## src/design/assert_macros.svh

```systemverilog
// assertion macros shared by the dilated convolution engine
`ifndef ASSERT_MACROS_SVH
`define ASSERT_MACROS_SVH

// same-cycle implication, checked out of reset
`define DCE_ASSERT_IMPL(label, clk, rst_n, ante, cons) \
  label: assert property (@(posedge clk) disable iff (!rst_n) (ante) |-> (cons)) \
    else $error("dce assertion failed");

// next-cycle implication, checked out of reset
`define DCE_ASSERT_NEXT(label, clk, rst_n, ante, cons) \
  label: assert property (@(posedge clk) disable iff (!rst_n) (ante) |=> (cons)) \
    else $error("dce assertion failed");

`endif

```

## src/design/dce_pkg.sv

```systemverilog
// shared types, codes and widths of the dilated convolution engine
`default_nettype none

package dce_pkg;

  // parameter defaults
  localparam int DefMaxHeight = 64;
  localparam int DefMaxWidth  = 64;
  localparam int DefMaxKernel = 7;
  localparam int DefPixelBits = 16;

  // fixed field widths
  localparam int ValueW   = 16;
  localparam int SumW     = 37;
  localparam int PosW     = 7;
  localparam int CfgIdxW  = 3;
  localparam int CfgDataW = 7;
  localparam int KernW    = 3;
  // padded-image coordinates and linear image addresses
  localparam int CoordW   = 11;
  localparam int LinW     = 2 * PosW;

  typedef enum logic [1:0] {
    OpLoadWeight = 2'd0,
    OpLoadPixel  = 2'd1,
    OpRequest    = 2'd2,
    OpNone       = 2'd3
  } op_e;

  // configuration register indexes
  localparam logic [CfgIdxW-1:0] RegHeight   = 3'd0;
  localparam logic [CfgIdxW-1:0] RegWidth    = 3'd1;
  localparam logic [CfgIdxW-1:0] RegKernel   = 3'd2;
  localparam logic [CfgIdxW-1:0] RegStride   = 3'd3;
  localparam logic [CfgIdxW-1:0] RegPad      = 3'd4;
  localparam logic [CfgIdxW-1:0] RegDilation = 3'd5;

  typedef struct packed {
    logic load_w;
    logic load_p;
    logic req_fail;
    logic walk_start;
    logic walk_step;
    logic emit_ok;
  } cmd_t;

  typedef struct packed {
    logic can_run;
    logic tap_last;
  } sts_t;

endpackage

`default_nettype wire

```

## src/design/dce_ctrl.sv

```systemverilog
// sequencer of the dilated convolution engine: load, tap walk, drain and emit
`default_nettype none

module dce_ctrl (
  input  logic                clk_i,
  input  logic                rst_ni,
  input  logic                start,
  input  logic [1:0]          opcode_i,
  input  dce_pkg::sts_t       sts_i,
  output dce_pkg::cmd_t       cmd_o,
  output logic                busy
);

  localparam logic [2:0] StIdle   = 3'd0;
  localparam logic [2:0] StWalk   = 3'd1;
  localparam logic [2:0] StDrain1 = 3'd2;
  localparam logic [2:0] StDrain2 = 3'd3;
  localparam logic [2:0] StEmit   = 3'd4;

  logic [2:0] state_q, state_d;

  always_comb begin
    cmd_o   = '0;
    state_d = state_q;
    unique case (state_q)
      StIdle: begin
        if (start) begin
          case (opcode_i)
            dce_pkg::OpLoadWeight: cmd_o.load_w = 1'b1;
            dce_pkg::OpLoadPixel:  cmd_o.load_p = 1'b1;
            dce_pkg::OpRequest: begin
              if (sts_i.can_run) begin
                cmd_o.walk_start = 1'b1;
                state_d          = StWalk;
              end else begin
                cmd_o.req_fail = 1'b1;
              end
            end
            default: ;
          endcase
        end
      end
      StWalk: begin
        cmd_o.walk_step = 1'b1;
        if (sts_i.tap_last) state_d = StDrain1;
      end
      // memory read and product stages empty out
      StDrain1: state_d = StDrain2;
      StDrain2: state_d = StEmit;
      StEmit: begin
        cmd_o.emit_ok = 1'b1;
        state_d       = StIdle;
      end
      default: state_d = StIdle;
    endcase
  end

  always_ff @(posedge clk_i or negedge rst_ni) begin
    if (!rst_ni) begin
      state_q <= StIdle;
    end else begin
      state_q <= state_d;
    end
  end

  assign busy = (state_q != StIdle);

endmodule

`default_nettype wire

```

## config.mk

```make
export PLATFORM = sky130hd
export DESIGN_NAME = dce_ctrl
export DESIGN_NICKNAME = d
export VERILOG_FILES = /design/src/design/assert_macros.svh /design/src/design/dce_pkg.sv /design/src/design/dce_ctrl.sv
export SDC_FILE = /design/constraint.sdc
export NUM_CORES = 1
export LEC_CHECK = 0
export BUFFER_PORTS_ARGS = -buffer_cell sky130_fd_sc_hd__clkbuf_2
export CAP_MARGIN = 15
export CORE_AREA = 5 5 42 44
export CTS_BUF_LIST = sky130_fd_sc_hd__clkbuf_4
export DETAILED_ROUTE_END_ITERATION = 12
export DIE_AREA = 0 0 47 49
export SYNTH_ARGS = -nofsm -noshare
export SYNTH_HDL_FRONTEND = slang
export SYNTH_SLANG_ARGS = --single-unit
```

## constraint.sdc

```tcl
create_clock -name clk_i -period 1.65 [get_ports clk_i]
set_input_delay 0.0825 -clock clk_i [delete_from_list [all_inputs] [get_ports clk_i]]
set_output_delay 0.0825 -clock clk_i [all_outputs]
set_load 0.05 [all_outputs]
```

# --- Word level (Yosys, flattened, before mapping) ---
# Cells that the tools add are included.
word_totals:
  register_bits: 3
  in_bits: 7
  out_inout_bits: 7
  wordCells: 29
classes:
  eq_ne: 10
  muxes: 14
  n_reduce_logical: 4
op_table:
  columns: ["operator", "n"]
  rows:
  - ["3-bit two-way mux", 4]
  - ["3-bit one-hot mux with 4 select lines", 1]
  - ["4-bit two-way mux", 2]
  - ["3-bit by 2-bit == test with 1-bit output, second input constant", 2]
  - ["1-bit two-way mux", 6]
  - ["2-bit != test, second input constant", 3]
  - ["4-bit AND reduction", 1]
  - ["3-bit by 1-bit == test with 1-bit output, second input constant", 1]
  - ["3-bit == test, second input constant", 1]
  - ["3-bit zero test", 1]
  - ["3-bit nonzero test", 1]
  - ["2-bit by 1-bit == test with 1-bit output, second input constant", 1]
  - ["2-bit == test, second input constant", 1]
  - ["2-bit zero test", 1]
  - ["2-bit two-way mux", 1]
  - ["2-bit by 1-bit != test with 1-bit output, second input constant", 1]

# --- Longest topological paths before layout ---
# Gate-level depths: netlist of run 1.
depth:
  ltp_word: 4
  ltp_mapped: 3

# --- Worst setup path after synthesis of run 1 ---
# No wires, ideal clock.
synth_path:
  path_type: "register -> output"
  startpoint: "register state_q[0]"
  endpoint: "output port cmd_o[3] in the netlist's numbering"
  t_arrival_ns: 1.888
  required_ns: 1.567
  path_slack_ns: -0.320
  path_stages_with_launch: 4
  n_path_buf: 1
  path_cell_list: "dfrtp_1 -> or3_1 -> buf_6 -> nor4_2"
synth_lines:
  columns: ["element", "line", "rtl"]
  rows:
  - ["from (decl)", "dce_ctrl.sv:20", "logic [2:0] state_q, state_d;"]
  - ["from (signal assigned)", "dce_ctrl.sv:60", "state_q <= StIdle;"]
  - ["from (signal assigned)", "dce_ctrl.sv:62", "state_q <= state_d;"]
  - ["to (decl)", "dce_ctrl.sv:10", "output dce_pkg::cmd_t cmd_o,"]

==> reports/qor.csv, run 1 <==
metric,value,unit
clock.fmax,0.6142,GHz
critPathLaunchType,flop,
path_cells,or3_4 -> nor4b_4 -> clkbuf_8,
cts_tree,done,
final_common_cell,clkbuf_2,
rsz0062_at_grt,true,
overflow,0,
reg2reg_slack,0.62,ns
hpwlAfterDp,461.7,um
final.min_clock_period,1.628,ns
drtPass1Iterations,1,
min_to,state_q[1],
post-route-drc-count,0,
cts-htree-levels,1,
antenna_found_initial,0,
ys_ff_latch,3,
ff2ff_path_depth,3,
most-common-layout-cells,"clkbuf_2 (10), clkbuf_4 (4), buf_4 (4)",
syn_area,215.2,sq um
antenna_cells_inserted,0,
cts_root_buf,clkbuf_4,
gr-usage-all-layers,6.704,%
slew_headroom,81.46,%
finalNetCount,49,
crit_family,simple AND/OR/NAND/NOR gates,
worstPathArrival,1.55,ns
cts_buffer_depth,2,
critPathSlowestCell,or3_4,
biggestRegsByFlops,state_q (3),
end_kind,primary output,
worstHoldStart,sts_i[0],
io_buffer_count,13,
crit_type,reg2out,
synth_cell_types,17,
setup_violations,0,
r2r-end,state_q[0],
finClkSkew,0.002167,ns
ios,14,
hold_viol_final,0,
crit_cells,3,
post_dp_cell_area,320.3,sq um
power.density,1821,nW/um^2
power_leakage,0.1891,nW
cp.required,1.57,ns
post_synth.cell_area_avg,10.25,sq um
holdPathStages,3,
largest_register_ffs,3,
vias,233,
critPathMaxFanout,5,
synth_fp_nets,28,
drv_cap,0,
cts_setup_buffers,0,
drt_wl_total,582,um
cts_buffers,3,
cts_num_sinks,3,
die_w,47,um
ir_worst_vdd,0.0005018,V
initial_utilization,15.36,%
clk_latency,0.24,ns
drive_gt1_share,58.54,%
regMostFlops,state_q,
nFillCells,165,
std_cell_rows,14,
ant_nets,0,
die_h,49,um
yosys_warnings,0,
fin_setup_tns,0,ns
status,finished clean,
postSynthCellCount,21,
fin_area,391.6,sq um
dieArea,2303,sq um
cp_slowest_stage_delay,0.44,ns
path_clk_slew,0.04,ns
routedWlPerCell,10.21,um
coreArea,1401,sq um
seq_area_frac_synth,34.88,%
critical_path_buf_inv_count,1,
tightest_slew,0.2794,ns
drv_slew,0,
grt_pass1_wl,1035,um
area_growth,81.98,%
hp-class,in2reg,
grt_pass1_vias,261,
place.gp.congestion,0.6465,
grt_max_degree,7,
drt_iter0_drc,0,
via_per_inst,4.088,
r2r-start,state_q[1],
min_period_over_period,98.67,%
## stage by stage
stage	utilization, %	std cells	total power [mW]	hold WS, ns	setup WS [ns]
final	27.95	57	0.7132	0.1126	0.02188
after global routing	27.95	57	0.7669	0.1211	-0.03688
after CTS	27.05	57	0.7154	0.1057	0.006270
after detailed placement	22.86	52	0.5319	-0.1173	0.08472
after global placement	22.86	52	0.5280	-0.1172	0.1194
after floorplan	-	21	0.4455	-0.2131	-0.3162
## kinds of logic (layout without fill, tap and decap cells)
family / Yosys count / in the layout / synth area share [%]
buf+inv: 2 / 22 / 6.975
compound gates: 3 / 3 / 9.303
flops: 3 / 3 / 34.88
simple gates: 13 / 13 / 48.85
## worst reg2reg max path, stage by stage (launching register included)
cell,delay (ns)
dfrtp_1,0.38
buf_4,0.15
o21a_1,0.18
a211oi_1,0.22
## cell usage after synthesis, drive strengths merged
cell    instances  share of area [%]
nand2           1                1.7
inv             1                1.7
nand4b          1                4.1
or3             1                2.9
a21oi           1                2.3
nand2b          1                2.9
buf             1                5.2
dfrtp           3                 35
nor3b           1                3.5
nor2            2                3.5
and2            1                2.9
and3b           1                4.1
nor4b           2                 14
nand3b          1                3.5
nor4            1                5.8
o21a            1                3.5
a211oi          1                3.5
## cell type report
type                       instances  area, sq um  area share (%)
clock buffer                       4        30.03           7.668
inverter                           1        3.754          0.9585
multi-input combinational         16        147.6           37.70
sequential                         3        75.07           19.17
tap                               16        20.02           5.112
timing repair buffer              17        115.1           29.39
## per-layer routing
metal  global-route usage [%]  part of all wire (%)
met3                    2.952                    11
met4                    8.295                   1.7
met1                    6.858                    41
met2                    8.597                    46
met5                        0                     0
## worst max path at each step
stage	from	to	slack, ns
2_1_floorplan	state_q[2]	cmd_o[3]	-0.32
3_3_place_gp	state_q[2]	cmd_o[4]	0.12
3_5_place_dp	state_q[2]	cmd_o[4]	0.08
4_1_cts	state_q[0]	cmd_o[4]	0.006
5_1_grt	state_q[1]	cmd_o[4]	-0.04
6_report	state_q[1]	cmd_o[4]	0.02
## power breakdown
group / total [mW] / internal [mW] / switching, mW
clock: 0.150 / 0.107 / 0.0424
combinational: 0.442 / 0.158 / 0.284
sequential: 0.121 / 0.104 / 0.0174
total: 0.713 / 0.369 / 0.344
## timing repair
item,4_1_cts,5_1_grt
pin swaps,2,1
hold buffers,1,0
hold endpoints to repair,3,0
setup endpoints to repair,3,3
resized for setup,5,4
(Power assumes the default switching activity.)
==> inputs of run 2 (changes only) <==
==> constraint.sdc (replaced) <==
create_clock -name clk_i -period 1.65 [get_ports clk_i]
set_input_delay 0.33 -clock clk_i [delete_from_list [all_inputs] [get_ports clk_i]]
set_output_delay 0.33 -clock clk_i [all_outputs]
set_load 0.05 [all_outputs]
==> reports/qor.csv, run 2 (synthesis gave the netlist of run 1 again) <==
metric,value,unit
crit_family,simple AND/OR/NAND/NOR gates,
slew_headroom,81.68,%
drt_wl_total,707,um
path_clk_slew,0.04,ns
placedCellCount,52,
end_kind,primary output,
regMostFlops,state_q,
via_per_inst,4.254,
hpwlAfterDp,471.3,um
r2r-end,state_q[0],
ff2ff_path_depth,4,
critPathMaxFanout,4,
finalNetCount,51,
clk_latency,0.24,ns
final.min_clock_period,1.841,ns
crit_type,reg2out,
overflow,0,
path_cells,or3_4 -> nor4b_4 -> clkbuf_8,
cp_slowest_stage_delay,0.45,ns
grt_max_degree,7,
fin_ws,-0.1910,ns
hp-class,in2reg,
place.gp.congestion,0.6356,
vias,251,
cts_buffer_depth,2,
grt_pass1_vias,311,
clockPowerShare,17.4,%
dieArea,2303,sq um
cts_tree,done,
coreArea,1401,sq um
cts_buffers,3,
tightest_slew,0.2759,ns
holdPathStages,3,
initial_utilization,15.36,%
power_frac_comb,68.3,%
drv_slew,0,
gr-usage-all-layers,7.198,%
antenna_found_initial,0,
critPathSlowestCell,or3_4,
clock.fmax,0.5432,GHz
internal_power,460.2,uW
fin_area,476.7,sq um
violations,setup timing,
power_leakage,0.2175,nW
critical_path_buf_inv_count,1,
worstPathArrival,1.51,ns
worstHoldStart,sts_i[0],
seq_power_share,14.2,%
drtPass1Iterations,1,
post_dp_cell_area,345.3,sq um
die_w,47,um
std_cell_rows,14,
largest_register_ffs,3,
die_h,49,um
p_sw,398.8,uW
switching_share,46.42,%
area_growth,121.5,%
ios,14,
antenna_cells_inserted,0,
ant_nets,0,
r2r-start,state_q[0],
min_period_over_period,111.6,%
nFillCells,161,
critPathLaunchType,flop,
rsz0062_at_grt,true,
grt_pass1_wl,1193,um
drt_iter0_drc,0,
ir_worst_vdd,0.0007329,V
final_common_cell,clkbuf_2,
cts_root_buf,clkbuf_4,
setup_violations,5,
biggestRegsByFlops,state_q (3),
hold_viol_final,0,
finClkSkew,0.003935,ns
cts_num_sinks,3,
drv_cap,0,
power.density,1802,nW/um^2
routedWlPerCell,11.98,um
cp.required,1.32,ns
reg2reg_slack,0.58,ns
final_cells,59,
cts-htree-levels,1,
io_buffer_count,13,
most-common-layout-cells,"clkbuf_2 (7), buf_4 (5), clkbuf_4 (4)",
post-route-drc-count,0,
min_to,state_q[1],
status,"finished, violations left",
drive_gt1_share,69.77,%
run 2: layout make-up:
class                           instances  area [sq um]  area share [%]
Clock buffer                            4         30.03           6.299
Sequential cell                         3         75.07           15.75
Multi-Input combinational cell         16         178.9           37.53
Timing Repair Buffer                   19         168.9           35.43
Tap cell                               16         20.02           4.199
Inverter                                1         3.754          0.7874
run 2: worst max path at each step:
stage | from | end | slack, ns | cells past startpoint
floorplan | state_q[0] | cmd_o[4] | -0.26 | 3
detailed placement | state_q[0] | cmd_o[5] | -0.14 | 3
global route | state_q[0] | cmd_o[5] | -0.24 | 3
CTS | state_q[0] | cmd_o[5] | -0.20 | 3
global placement | state_q[0] | cmd_o[4] | -0.13 | 3
finish | state_q[0] | cmd_o[5] | -0.19 | 3
run 2: per-stage QoR:
step                      TNS [ns]  utilization, %  hold WS (ns)  setup WS (ns)  power [mW]
final                      -0.7089           34.02        0.3591        -0.1910      0.8590
after detailed placement   -0.4235           24.64        0.1280        -0.1403      0.5580
after floorplan            -0.8632               -       0.03441        -0.2597      0.4710
after global placement     -0.3665           24.64        0.1314        -0.1290      0.5565
after global routing       -0.9576           34.02        0.3711        -0.2381      0.9101
after CTS                  -0.8787           31.87        0.3595        -0.2031      0.8072
run 2: tightest hold or removal path, cell delays in order:
cell      delay (ns)
clkbuf_2        0.09
nand3b_1        0.07
a21oi_1         0.06
run 2: repair_timing:
| item | in CTS | in global routing |
|---|---|---|
| pin swaps | 0 | 1 |
| gates resized for setup | 12 | 10 |
| gates cloned | 0 | 0 |
| buffers inserted | 1 | 1 |
| setup endpoints to repair | 5 | 6 |
| hold buffers | 1 | 0 |
| hold endpoints to repair | 3 | 0 |
run 2: power groups by stage:
stage,clock network [mW],registers [mW],logic [mW]
after detailed placement,0,0.119,0.439
after CTS,0.155,0.120,0.532
after global placement,0,0.119,0.438
after global routing,0.160,0.124,0.626
after floorplan,0,0.138,0.333
final,0.150,0.122,0.587
run 2: routing by layer:
layer	global-route usage [%]	vias to the layer above	routed length, um
li1	-	121	-
met1	7.522	115	247
met2	10.86	13	372
met3	1.845	2	72
met4	6.912	0	15
met5	0	-	0
==> inputs of run 3 (changes only) <==
Settings changed: BUFFER_PORTS_ARGS -buffer_cell sky130_fd_sc_hd__clkbuf_2 to -buffer_cell sky130_fd_sc_hd__buf_2, PLACE_DENSITY set to 0.46.
==> reports/qor.csv, run 3 (synthesis gave the netlist of run 1 again) <==
metric,value,unit
post-route-drc-count,0,
regMostFlops,state_q,
initial_utilization,15.36,%
final_core_util,30.98,%
r2r-start,state_q[1],
cp.required,1.32,ns
fin_area,434.2,sq um
std_cell_rows,14,
cts_num_sinks,3,
hold_viol_final,0,
grt_max_degree,7,
area_growth,101.7,%
largest_register_ffs,3,
setup_violations,4,
clock.fmax,0.5537,GHz
final_cells,58,
finClkSkew,0.0008297,ns
drv_slew,0,
drive_gt1_share,64.29,%
ff2ff_path_depth,3,
critPathMaxFanout,5,
overflow,0,
grt_pass1_vias,258,
final.min_clock_period,1.806,ns
crit_type,reg2out,
vias,240,
fin_ws,-0.1560,ns
min_period_over_period,109.5,%
grt_pass1_wl,1083,um
io_buffer_count,13,
min_to,state_q[1],
cts_buffer_depth,2,
routedWlPerCell,11.28,um
ios,14,
drv_cap,0,
reg2reg_slack,0.60,ns
grt.busiest_layer,met2,
status,"finished, violations left",
critPathLaunchType,flop,
via_per_inst,4.138,
violations,setup timing,
rsz0062_at_grt,true,
worstPathArrival,1.48,ns
r2r-end,state_q[0],
hpwlAfterDp,529.6,um
tightest_slew,0.2528,ns
cts-htree-levels,1,
coreArea,1401,sq um
post_dp_cell_area,345.3,sq um
placedCellCount,52,
power_leakage,0.2008,nW
drtPass1Iterations,1,
antenna_found_initial,0,
ir_worst_vdd,0.0007523,V
hp-class,in2reg,
final_common_cell,buf_2,
cts_root_buf,clkbuf_4,
met3_usage,4.797,%
die_w,47,um
biggestRegsByFlops,state_q (3),
place.gp.congestion,0.6964,
end_kind,primary output,
dieArea,2303,sq um
grtUsageMet1,8.114,%
cts_tree,done,
cts_buffers,3,
drt_wl_total,654,um
path_clk_slew,0.04,ns
clk_latency,0.23,ns
die_h,49,um
holdPathStages,3,
antenna_cells_inserted,0,
worstHoldStart,sts_i[0],
most-common-layout-cells,"buf_2 (8), buf_4 (5), clkbuf_4 (4)",
use_met2,9.502,%
ant_nets,0,
drt_iter0_drc,0,
finalNetCount,50,
gr-usage-all-layers,6.474,%
slew_headroom,83.26,%
power.density,1759,nW/um^2
## run 3: changes by cell type in the layout (fill, tap and decap cells not counted), sizes merged
cell    delta
clkbuf    -10
buf        +9
## run 3: cell type report
class | instances | area, sq um
fillers | 151 | 967.2
inverters | 1 | 3.754
repair buffers | 18 | 136.4
well taps | 16 | 20.02
clock buffers | 4 | 30.03
multi-input cells | 16 | 168.9
flip-flops and latches | 3 | 75.07
## run 3: per-stage QoR
step / TNS (ns) / setup WS (ns) / total power [mW] / hold WS (ns)
after global routing: -0.8523 / -0.2207 / 0.8149 / 0.3867
after floorplan: -0.8632 / -0.2597 / 0.4710 / 0.03441
after global placement: -0.3116 / -0.1080 / 0.5614 / 0.1326
final: -0.6080 / -0.1560 / 0.7638 / 0.3773
after CTS: -0.6865 / -0.1788 / 0.7763 / 0.3708
after detailed placement: -0.3179 / -0.1098 / 0.5601 / 0.1390
## run 3: power breakdown
group | internal, mW | switching [mW] | total [mW] | leakage (nW)
clock network | 0.107 | 0.0377 | 0.145 | 0.0184
logic | 0.189 | 0.310 | 0.499 | 0.144
registers | 0.104 | 0.0160 | 0.120 | 0.0387
total | 0.400 | 0.364 | 0.764 | 0.201
## run 3: worst max path at each step
stage          startpoint        to
6_report       state_q[0]  cmd_o[4]
5_1_grt        state_q[0]  cmd_o[5]
4_1_cts        state_q[0]  cmd_o[4]
3_5_place_dp   state_q[0]  cmd_o[4]
3_3_place_gp   state_q[0]  cmd_o[5]
2_1_floorplan  state_q[0]  cmd_o[4]
## run 3: layer usage
layer  part of all wire [%]  vias up
li1                       -      120
met3                     14        0
met4                      0        0
met2                     43       16
met1                     42      104
met5                      0        -
## run 3: critical path: stages (launching register included)
cell and delay [ns]:
dfrtp_1 0.37, or3_4 0.45, nor4b_4 0.24, buf_6 0.19
## run 3: timing repair
action / in CTS / in global routing
hold endpoints to repair: 3 / 0
gates resized for setup: 11 / 2
endpoints found under the setup margin: 5 / 5
hold buffers: 1 / 0
setup buffers: 1 / 0
